$ cat src/rtl/mte_pkg.sv
// mte_pkg: shared types, character codes and morse symbol tables
// for the morse text encoder; no dependencies
package mte_pkg;

  localparam int CharW = 8;
  localparam int SymMax = 6;
  localparam int LenW = 3;

  localparam logic [CharW-1:0] ChDot = 8'h2E;
  localparam logic [CharW-1:0] ChDash = 8'h2D;
  localparam logic [CharW-1:0] ChSpace = 8'h20;
  localparam logic [CharW-1:0] ChComma = 8'h2C;
  localparam logic [CharW-1:0] ChQuest = 8'h3F;
  localparam logic [CharW-1:0] ChUpA = 8'h41;
  localparam logic [CharW-1:0] ChUpZ = 8'h5A;
  localparam logic [CharW-1:0] ChLowA = 8'h61;
  localparam logic [CharW-1:0] ChLowZ = 8'h7A;
  localparam logic [CharW-1:0] ChZero = 8'h30;
  localparam logic [CharW-1:0] ChNine = 8'h39;
  localparam logic [CharW-1:0] CaseBit = 8'h20;

  // symbols in reading order from bit 5 down, 1 = dash
  typedef struct packed {
    logic [LenW-1:0]   len;
    logic [SymMax-1:0] bits;
  } mte_code_t;

  // one decoded item, ready to be played out
  typedef struct packed {
    logic              pass;
    logic              gap;
    logic [LenW-1:0]   len;
    logic [SymMax-1:0] bits;
    logic [CharW-1:0]  ch;
  } mte_job_t;

  localparam mte_code_t CodeStop = '{len: 3'd6, bits: 6'b010101};
  localparam mte_code_t CodeComma = '{len: 3'd6, bits: 6'b110011};
  localparam mte_code_t CodeQuest = '{len: 3'd6, bits: 6'b001100};

  function automatic mte_code_t letter_code(input logic [4:0] idx);
    mte_code_t c;
    unique case (idx)
      5'd0:  c = '{len: 3'd2, bits: 6'b010000};
      5'd1:  c = '{len: 3'd4, bits: 6'b100000};
      5'd2:  c = '{len: 3'd4, bits: 6'b101000};
      5'd3:  c = '{len: 3'd3, bits: 6'b100000};
      5'd4:  c = '{len: 3'd1, bits: 6'b000000};
      5'd5:  c = '{len: 3'd4, bits: 6'b001000};
      5'd6:  c = '{len: 3'd3, bits: 6'b110000};
      5'd7:  c = '{len: 3'd4, bits: 6'b000000};
      5'd8:  c = '{len: 3'd2, bits: 6'b000000};
      5'd9:  c = '{len: 3'd4, bits: 6'b011100};
      5'd10: c = '{len: 3'd3, bits: 6'b101000};
      5'd11: c = '{len: 3'd4, bits: 6'b010000};
      5'd12: c = '{len: 3'd2, bits: 6'b110000};
      5'd13: c = '{len: 3'd2, bits: 6'b100000};
      5'd14: c = '{len: 3'd3, bits: 6'b111000};
      5'd15: c = '{len: 3'd4, bits: 6'b011000};
      5'd16: c = '{len: 3'd4, bits: 6'b110100};
      5'd17: c = '{len: 3'd3, bits: 6'b010000};
      5'd18: c = '{len: 3'd3, bits: 6'b000000};
      5'd19: c = '{len: 3'd1, bits: 6'b100000};
      5'd20: c = '{len: 3'd3, bits: 6'b001000};
      5'd21: c = '{len: 3'd4, bits: 6'b000100};
      5'd22: c = '{len: 3'd3, bits: 6'b011000};
      5'd23: c = '{len: 3'd4, bits: 6'b100100};
      5'd24: c = '{len: 3'd4, bits: 6'b101100};
      5'd25: c = '{len: 3'd4, bits: 6'b110000};
      default: c = '{len: 3'd0, bits: 6'b000000};
    endcase
    return c;
  endfunction

  function automatic mte_code_t digit_code(input logic [3:0] idx);
    mte_code_t c;
    unique case (idx)
      4'd0: c = '{len: 3'd5, bits: 6'b111110};
      4'd1: c = '{len: 3'd5, bits: 6'b011110};
      4'd2: c = '{len: 3'd5, bits: 6'b001110};
      4'd3: c = '{len: 3'd5, bits: 6'b000110};
      4'd4: c = '{len: 3'd5, bits: 6'b000010};
      4'd5: c = '{len: 3'd5, bits: 6'b000000};
      4'd6: c = '{len: 3'd5, bits: 6'b100000};
      4'd7: c = '{len: 3'd5, bits: 6'b110000};
      4'd8: c = '{len: 3'd5, bits: 6'b111000};
      4'd9: c = '{len: 3'd5, bits: 6'b111100};
      default: c = '{len: 3'd0, bits: 6'b000000};
    endcase
    return c;
  endfunction

endpackage

$ cat src/rtl/mte_lookup.sv
// mte_lookup: folds case and maps one character to its morse
// code, end of message to the stop code; depends on mte_pkg
module mte_lookup (
  input  logic [7:0]        char_code,
  input  logic              end_of_message,
  output mte_pkg::mte_job_t job
);
  import mte_pkg::*;

  logic [CharW-1:0] up;
  logic [CharW-1:0] l_off;
  logic [CharW-1:0] d_off;
  mte_code_t        code;

  assign up = (char_code >= ChLowA && char_code <= ChLowZ) ? (char_code & ~CaseBit)
                                                            : char_code;
  assign l_off = up - ChUpA;
  assign d_off = up - ChZero;

  always_comb begin
    job = '{pass: 1'b0, gap: 1'b1, len: '0, bits: '0, ch: up};
    code = '{len: '0, bits: '0};
    priority if (end_of_message) begin
      job.gap = 1'b0;
      code = CodeStop;
    end else if (up >= ChUpA && up <= ChUpZ) begin
      code = letter_code(l_off[4:0]);
    end else if (up >= ChZero && up <= ChNine) begin
      code = digit_code(d_off[3:0]);
    end else if (up == ChComma) begin
      code = CodeComma;
    end else if (up == ChQuest) begin
      code = CodeQuest;
    end else begin
      job.pass = 1'b1;
      job.gap = 1'b0;
    end
    job.len = code.len;
    job.bits = code.bits;
  end

endmodule

$ cat src/rtl/morse_text_encoder.sv
// morse_text_encoder: top level, job register and symbol sequencer
// depends on mte_pkg and mte_lookup
//
//  channel   ports                                      transfer
//  input     start, busy, in_char_code, in_end_of_message  start && !busy
//  result    out_valid, out_char, out_last_of_run      out_valid, one cycle
//
// one result per cycle; an item gives 1 to 7 results, played out
// by the single symbol sequencer from the job register
// busy drops in the cycle the last symbol of a job leaves, so items follow gaplessly
// first result of an item passes the job register, then the result register
// synchronous active-low reset clears the active flag and result strobe
// the receiver cannot stall; results are never held
module morse_text_encoder (
  input  logic       clk,
  input  logic       rst_n,
  input  logic       start,
  output logic       busy,
  input  logic [7:0] in_char_code,
  input  logic       in_end_of_message,
  output logic       out_valid,
  output logic [7:0] out_char,
  output logic       out_last_of_run
);
  import mte_pkg::*;

  mte_job_t         lk_job;
  mte_job_t         job_r, job_nxt;
  logic             act_r, act_nxt;
  logic             accept;
  logic [CharW-1:0] sym_ch;
  logic             sym_last;
  logic             out_valid_r;
  logic [CharW-1:0] out_char_r;
  logic             out_last_r;

  mte_lookup u_lookup (
    .char_code      (in_char_code),
    .end_of_message (in_end_of_message),
    .job            (lk_job)
  );

  always_comb begin
    job_nxt = job_r;
    priority if (job_r.pass) begin
      sym_ch = job_r.ch;
      sym_last = 1'b1;
    end else if (job_r.len != '0) begin
      sym_ch = job_r.bits[SymMax-1] ? ChDash : ChDot;
      sym_last = (job_r.len == LenW'(1)) && !job_r.gap;
      job_nxt.bits = {job_r.bits[SymMax-2:0], 1'b0};
      job_nxt.len = job_r.len - LenW'(1);
    end else begin
      sym_ch = ChSpace;
      sym_last = 1'b1;
    end
  end

  assign busy = act_r && !sym_last;
  assign accept = start && !busy;
  assign act_nxt = accept || (act_r && !sym_last);

  always_ff @(posedge clk) begin
    if (!rst_n) begin
      act_r <= 1'b0;
      out_valid_r <= 1'b0;
    end else begin
      act_r <= act_nxt;
      out_valid_r <= act_r;
    end
  end

  always_ff @(posedge clk) begin
    if (accept) begin
      job_r <= lk_job;
    end else if (act_r) begin
      job_r <= job_nxt;
    end
    out_char_r <= sym_ch;
    out_last_r <= sym_last;
  end

  assign out_valid = out_valid_r;
  assign out_char = out_char_r;
  assign out_last_of_run = out_last_r;

endmodule

$ cat config.mk
export PLATFORM = sky130hd
export DESIGN_NAME = morse_text_encoder
export DESIGN_NICKNAME = d
export VERILOG_FILES = /design/src/rtl/mte_pkg.sv /design/src/rtl/mte_lookup.sv /design/src/rtl/morse_text_encoder.sv
export SDC_FILE = /design/constraint.sdc
export NUM_CORES = 1
export LEC_CHECK = 0
export BUFFER_PORTS_ARGS = -buffer_cell sky130_fd_sc_hd__buf_2
export CORE_MARGIN = 5
export CORE_UTILIZATION = 50
export CTS_CLUSTER_SIZE = 20
export DETAILED_ROUTE_END_ITERATION = 10
export PLACE_DENSITY = 0.8
export SYNTH_ARGS = -nofsm -noshare
export SYNTH_HDL_FRONTEND = slang
export SYNTH_SLANG_ARGS = --single-unit
$ cat constraint.sdc
create_clock -name clk -period 4.6 [get_ports clk]
set_input_delay 0 -clock clk [delete_from_list [all_inputs] [get_ports clk]]
set_output_delay 0 -clock clk [all_outputs]
set_load 0.005 [all_outputs]
======== Yosys cells after proc, flatten, opt, wreduce, memory -nomap -nowiden ========
Memory sizes are Yosys's and may differ from the RTL's.
Cells that the tools add are included.
W data, S select, Z words.
storage, ports and cells
  flip-flop bits (word level) ............. 30
  memories kept ........................... 2
  input bits .............................. 12
  bits in read-only memories .............. 336
  output and inout bits ................... 11
cells by class
  magnitude comparators ................... 6
  add/sub/neg operators ................... 3
  mux-type cells .......................... 21
  eq/ne operators ......................... 4
  reductions and logical operators ........ 14
memory list
  name             depth  bits a word  read ports  clocked after memory_dff  write ports  line           source
  (no name shown)  32     7            1           0                         0            mte_pkg.sv:43  unique case (idx)
  (no name shown)  16     7            1           0                         0            mte_pkg.sv:77  unique case (idx)
operators with widths
  kind                   number
  $mux W9                7
  $mux W19               1
  $mux W17               1
  $eq A8 B6 Y1 const B   2
  $ge A8 B7 Y1 const B   2
  $le A8 B7 Y1 const B   2
  $mux W2                5
  $ge A8 B6 Y1 const B   1
  $le A8 B6 Y1 const B   1
  $mux W8                1
  $logic_and A1 B1 Y1    6
  $mux W6                1
  $sub A5 B1 Y5 const B  1
  $mux W1                4
  $mux W4                1
  $reduce_bool A2 Y1     2
  $sub A4 B1 Y4 const B  1
  $eq A3 B1 Y1 const B   1
  $logic_not A1 Y1       3
  $reduce_and A3 Y1      1
  $reduce_bool A3 Y1     1
  $sub A3 B1 Y3 const B  1
  $ne A2 B1 Y1 const B   1
  $logic_or A1 B1 Y1     1

======== Depth between registers and ports, before layout ========
Gate-level depths: netlist of the first run.
  depth in word-level cells ............... 10
  depth in mapped cells ................... 14

======== By module ========
A second synthesis of the first run with hierarchy kept.
unflattened totals
  cell total of the unflattened synthesis .. 258
  area total of the unflattened synthesis .. 2,356.0 um^2
by module, submodules not included
  module              instances  cells each  area an instance (um^2)  sequential area each (um^2)
  morse_text_encoder  1          87          1,184.9                  790.8
  mte_lookup          1          171         1,171.1                  0.0

======== Worst setup path after synthesis of the first run ========
Ideal clock, no wire load.
  path type ............................... input to register
  start point ............................. input in_char_code[1]
  end point ............................... register job_r[11] in the netlist's numbering (data pin)
  cell stages on the path ................. 14
  data arrival time ....................... 2.225 ns
  slack ................................... 2.116 ns
  cell sequence ........................... clkbuf_1 inv_1 ha_1 buf_2 inv_1 ha_1 clkbuf_1 buf_1 mux2i_1 o21ai_0 a21oi_1 a21oi_1 nand3_1 nand3_1
between the ends
  word-level cells in the longest chain between the ends .. 10
  elaborated cells between the ends (all ways) .. 22
  classes of those cells .................. add/sub: 2; order compare: 6; eq/ne: 2; mux: 7; reduce/logical: 3; memory: 2
ends and longest elaborated chain
  element                                               line                      source
  from (decl)                                           morse_text_encoder.sv:19  input logic [7:0] in_char_code,
  $ge A8 B7 Y1 or $le A8 B7 Y1 (tied branches)          mte_lookup.sv:15          assign up = (char_code >= ChLowA && char_code <= ChLowZ) ? (char_code & ~CaseBit)
  $logic_and A1 B1 Y1                                   mte_lookup.sv:15
  $mux W6 (*)                                           mte_lookup.sv:15
  branches (longest 4 deep; another with $ge A8 B6 Y1)  n/a
  $mux W9 (*)                                           mte_lookup.sv:26          end else if (up >= ChUpA && up <= ChUpZ) begin
  $mux W9 (*)                                           mte_lookup.sv:23          priority if (end_of_message) begin
  $mux W19 (*)                                          morse_text_encoder.sv:74  if (accept) begin
  to (signal assigned)                                  morse_text_encoder.sv:75  job_r <= lk_job;
  to (signal assigned)                                  morse_text_encoder.sv:77  job_r <= job_nxt;
  to (decl)                                             morse_text_encoder.sv:28  mte_job_t job_r, job_nxt;
Every way passes the cells marked *. The select of a mux whose other input is x is not followed.
A chain may end at the register's enable or synchronous reset.

======== Final worst setup path of the first run ========
  start point ............................. input in_char_code[0]
  end point ............................... register job_r[16] in the netlist's numbering (data pin)
Same word-level chain as after synthesis.

==> results of run 1 <==
-- cell families after synthesis --
group                      count (synthesis)  share of synthesized area
adders and majority gates                 12                     0.0723
xor gates and xnor gates                   5                     0.0247
DFF                                       30                      0.381
buffers and inverters                     29                     0.0585
and+or+nand+nor                           86                      0.207
AOI/OAI and AO/OA                         75                      0.241
muxes                                      3                     0.0151
-- layout by cell type (no fill, tap or decap), types with 4 or more instances in the layout --
cell type	instances
edfxtp_1	19
buf_2	22
nand3_1	4
ha_1	12
o21ai_0	13
a21oi_1	20
nand2_1	29
and2_1	10
o21ai_1	5
dfxtp_1	11
xnor2_1	4
inv_1	14
clkbuf_8	6
a211o_1	4
nor2_1	22
a31oi_1	7
nand2b_1	7
-- path summary, 6_finish.rpt --
kind	endpoint	slack (ns)
worst max register to register	job_r[16]	2.17
worst min register to register	out_char[5]	0.44
worst max-delay path	job_r[16]	1.93
worst min-delay path	job_nxt[7]	0.02
-- power breakdown --
group | total [mW] | internal, mW | leakage (nW) | switching [mW]
clock | 0.220 | 0.120 | 0.0515 | 0.0998
sequential | 0.328 | 0.318 | 0.283 | 0.00949
combinational | 0.163 | 0.0639 | 0.620 | 0.0986
-- registers in the layout, summed over array words and instances (netlist names) --
signal,cells
job_nxt,10
job_r,9
out_char,8
act_r,1
out_last_of_run,1
out_valid,1
-- worst max-delay path, cell delays in order --
cell,delay [ns]
buf_2,0.22
inv_1,0.23
ha_1,0.37
inv_1,0.15
ha_1,0.65
nor2_1,0.16
a21oi_1,0.18
a2bb2oi_1,0.19
o2111ai_1,0.13
a211o_1,0.33
a32oi_1,0.19
-- repair_timing --
item,CTS,global route
hold endpoints to repair,2,0
endpoints found under the setup margin,0,0
buffers inserted,0,0
hold buffers,2,0
-- per-stage QoR --
step | util | setup WS (ns) | hold slack, ns | cell area (µm²)
after global placement | 0.548 | 1.84 | 0.215 | 2190
after global routing | 0.576 | 1.75 | 0.0246 | 2300
final | 0.576 | 1.93 | 0.0202 | 2300
after detailed placement | 0.548 | 1.71 | 0.220 | 2190
after CTS | 0.576 | 1.99 | 0.0160 | 2300
after floorplan | - | 2.12 | 0.118 | 2080
-- routing by layer --
| metal | wire [µm] | share of wire | GRT usage |
|---|---|---|---|
| met1 | 1980 | 0.42 | 0.237 |
| met2 | 2220 | 0.47 | 0.306 |
| met3 | 411 | 0.088 | 0.0351 |
| met4 | 87 | 0.019 | 0.0791 |
| met5 | 0 | 0 | 0 |
-- final cells by class --
type,instances,area share
multi-input combinational,181,0.505
clock buffer,6,0.0358
timing repair buffer,25,0.0597
clock inverter,2,0.00489
tap,50,0.0271
inverter,15,0.0244
sequential,30,0.343
==> metrics.cfg, run 1 <==
[setup_path]
critPathKind = input pin to flip-flop
arrival_ns = 2.80
required_ns = 4.72
reg2reg_depth = 10
end_kind = flip-flop
path_max_fanout = 20
r2r_start = job_r[14]
cp-startpoint = in_char_code[0]
cp-start-kind = input pin

[drt]
routed_wl_um = 4700
ant_nets = 0
first_pass_iters = 4
wl_per_cell_um = 15.2
dr.first_iter.drc_count = 127
drc = 0
num_vias = 1813
vias_per_cell = 5.87

[die]
die_h_um = 74.4
dieArea_um2 = 5540
coreArea_um2 = 4000
ios = 23
die_x_um = 74.4
start_util = 0.519
rows = 23

[sta]
min_period_ns = 2.67
relSlewSlack = 0.398
slew_violations = 0
fin_tns_setup_ns = 0
clock_skew_ns = 0.00144
worstMarginPinSlew_ns = 0.897
rsz0062_at_grt = false
setup-violations-final = 0
fmax_mhz = 374
fin_crit_sh = 0.581
hold_viol = 0

[finish]
stdcell_count = 309
insertedDiodeCount = 0
area_growth_pct = 11.0
multi_input_area_um2 = 1160
seq_area_um2 = 791
nNetsFinal = 282
nFillCells = 358
drive_gt1_frac = 0.162

[logic_synthesis]
synth_top_cell_area_share = 0.275
synth_flop_cell = edfxtp_1
yosysTopAreaCell = edfxtp_1
ys_ff_latch = 30
synth_edf_count = 19
synth_common_cells = nand2_1 (29), nor2_1 (22), a21oi_1 (20)
synth_area_leaders = edfxtp_1 (27%), dfxtp_1 (11%), ha_1 (7.2%)
synth_fp_nets = 264
ys_async_sr_fraction = 0
yosysWarnings = 0
syn_area_um2 = 2080
synthDistinctLibCells = 54
syn_avg_cell_area_um2 = 8.65
syn-instance-count = 240
ys_seq_area_frac = 0.381
yosysMostFrequentCell = nand2_1

[global_routing]
grt_pass1_vias = 1687
gr-total-overflow = 0
grt_pass1_wl_um = 7850
grtUsageTotal = 0.186
antenna_found_initial = 0
grt_max_degree = 24

[clock_network]
cts.sinks = 30
clk-insertion-delay-late_ns = 0.28
clkTransAtPathRegs_ns = 0.06
cts_buffers = 5
clk_path_buf_depth = 2
tritoncts = built
cts.repair.resized = 0
clockRootBuffer = clkbuf_8
htree_levels = 2

[place]
gp_congestion = 0.938
portBuffers = 22
dpl.hpwl_um = 3310
place_inst = 299

[hold_path]
hold_depth = 2
min_from = in_char_code[7]
hold_path.class = input pin to flip-flop

[power]
peakVddDrop_uv = 140
powerDensity_nw_per_um2 = 308
p_leak_nw = 0.955
power.total_mw = 0.711

[flow_run]
cap_viol_max_count = 0

[status]
status = finished clean

Note: power is estimated with default switching activity, not from simulation.
==> run 2: changes to the inputs <==
Clock period 4.6 ns to 2.7 ns, I/O delays scaled along.
==> run 2 against run 1 <==
Via count rose by 3.1%. First-iteration DRC count is 16% higher. Register-to-register slack got worse by 1.5 ns. Routed wire length is 4.3% higher. Utilization increased by 1.2 points. Clock power increased by 55%. Design area grew 2.1%. Non-clock buffer count increased by 8. Flip-flop and latch count stayed put. Critical path type unchanged. Largest cell class unchanged. Largest power group unchanged. Highest routed layer unchanged.
==> metrics.cfg, run 2 (synthesis results as in run 1) <==
[finish]
drive_gt1_frac = 0.184  ; was 0.162
fin_util = 0.588  ; was 0.576
nNetsFinal = 290  ; was 282
insertedDiodeCount = 0  ; unchanged
final_cell_mix = nand2_1 (29), nor2_1 (22), buf_2 (22)  ; unchanged
mostFrequentLayoutCell = nand2_1  ; unchanged
largest_reg_flops = 10  ; unchanged
area_growth_pct = 13.4  ; was 11.0%

[die]
die_h_um = 74.4  ; unchanged
coreArea_um2 = 4000  ; unchanged
die_x_um = 74.4  ; unchanged
rows = 23  ; unchanged
ios = 23  ; unchanged
dieArea_um2 = 5540  ; unchanged
start_util = 0.519  ; unchanged

[setup_path]
end_kind = flip-flop  ; unchanged
r2r_start = job_r[14]  ; unchanged
path_max_fanout = 10  ; was 20
arrival_ns = 2.13  ; was 2.80 ns
critPathKind = input pin to flip-flop  ; unchanged
cp-startpoint = in_char_code[1]  ; was in_char_code[0]
r2r_slack_ns = 0.70  ; was 2.17 ns
cp-start-kind = input pin  ; unchanged
required_ns = 2.83  ; was 4.72 ns

[status]
status = finished clean  ; unchanged

[sta]
setup_ws_ns = 0.697  ; was 1.93 ns
worstMarginPinSlew_ns = 0.710  ; was 0.897 ns
slew_violations = 0  ; unchanged
fmax_mhz = 499
min_period_ns = 2.00
fin_crit_sh = 0.742
setup-violations-final = 0  ; unchanged
fin_tns_setup_ns = 0  ; unchanged
hold_viol = 0  ; unchanged
rsz0062_at_grt = false  ; unchanged
relSlewSlack = 0.526  ; was 0.398
hold_ws_ns = 0.0290  ; was 0.0202 ns
clock_skew_ns = 0.00722  ; was 0.00144 ns

[place]
dp_slack_ns = 0.443  ; was 1.71 ns
dpl.hpwl_um = 3570  ; was 3310 µm
gp_congestion = 0.945  ; was 0.938
portBuffers = 22  ; unchanged

[drt]
dr.first_iter.drc_count = 147  ; was 127
ant_nets = 0  ; unchanged
wl_per_cell_um = 15.4  ; was 15.2 µm
first_pass_iters = 5  ; was 4
num_vias = 1869  ; was 1813
vias_per_cell = 5.90  ; was 5.87
routed_wl_um = 4900  ; was 4700 µm
drc = 0  ; unchanged

[hold_path]
min_from = in_char_code[7]  ; unchanged
hold_path.class = input pin to flip-flop  ; unchanged

[clock_network]
tritoncts = built  ; unchanged
clk_path_buf_depth = 2  ; unchanged
clockRootBuffer = clkbuf_8  ; unchanged
cts.sinks = 30  ; unchanged
cts_buffers = 5  ; unchanged
clkTransAtPathRegs_ns = 0.07  ; was 0.06 ns
htree_levels = 2  ; unchanged
cts.repair.resized = 0  ; unchanged
clk-insertion-delay-late_ns = 0.28  ; about the same

[global_routing]
gr-total-overflow = 0  ; unchanged
grt_pass1_wl_um = 8400  ; was 7850 µm
grtUsageTotal = 0.197  ; was 0.186
grt_max_degree = 24  ; unchanged
grt_pass1_vias = 1852  ; was 1687
antenna_found_initial = 0  ; unchanged

[power]
peakVddDrop_uv = 177  ; was 140 µV
powerDensity_nw_per_um2 = 507  ; was 308 nW/µm²
p_leak_nw = 0.986  ; was 0.955 nW

[flow_run]
cap_viol_max_count = 0  ; unchanged

-- run 2: cell types whose count changed in the layout (fill, tap and decap cells not counted) --
cell and change:
clkbuf_1 +1, clkbuf_8 -1, inv_4 -1, clkinv_2 +1
buf_4 +8
-- run 2: cell type report --
type	instances	area, µm²
clock inverters	2	10.0
clock buffers	6	72.6
repair buffers	33	198
multi-input cells	181	1160
flip-flops and latches	30	791
fillers	354	1650
inverters	15	56.3
well taps	50	62.6
-- run 2: final timing paths --
check	endpoint	cells past startpoint
max reg2reg	job_r[16]	9
max	job_r[16]	11
min	job_nxt[7]	2
min reg2reg	out_char[5]	1
-- run 2: stage by stage --
step | std cells | power [mW] | instance area, µm²
floorplan | 240 | 0.761 | 2080
global placement | 307 | 0.844 | 2250
detailed placement | 307 | 0.853 | 2250
CTS | 317 | 1.20 | 2350
global route | 317 | 1.26 | 2350
finish | 317 | 1.19 | 2350
-- run 2: power breakdown --
group / internal, mW / switching, mW / total [mW]
sequential: 0.542 / 0.0166 / 0.559
clock: 0.178 / 0.164 / 0.342
combinational: 0.119 / 0.173 / 0.292
total: 0.839 / 0.354 / 1.19
-- run 2: worst max-delay path, cell delays in order --
cell,delay [ns]
buf_2,0.10
inv_1,0.16
ha_1,0.20
inv_1,0.08
ha_1,0.45
nor2_1,0.13
a21oi_1,0.20
a2bb2oi_1,0.17
o2111ai_1,0.12
a211o_1,0.32
a32oi_1,0.19
-- run 2: repair_timing --
item	4_1_cts	5_1_grt
setup buffers	0	0
endpoints found under the hold margin	2	0
hold buffers	2	0
-- run 2: routing by layer --
metal,vias up,routed length [µm],GRT usage
met1,840,2040,0.239
met2,99,2290,0.328
met4,0,169,0.0929
met5,-,0,0
met3,23,400,0.0473
li1,907,-,-
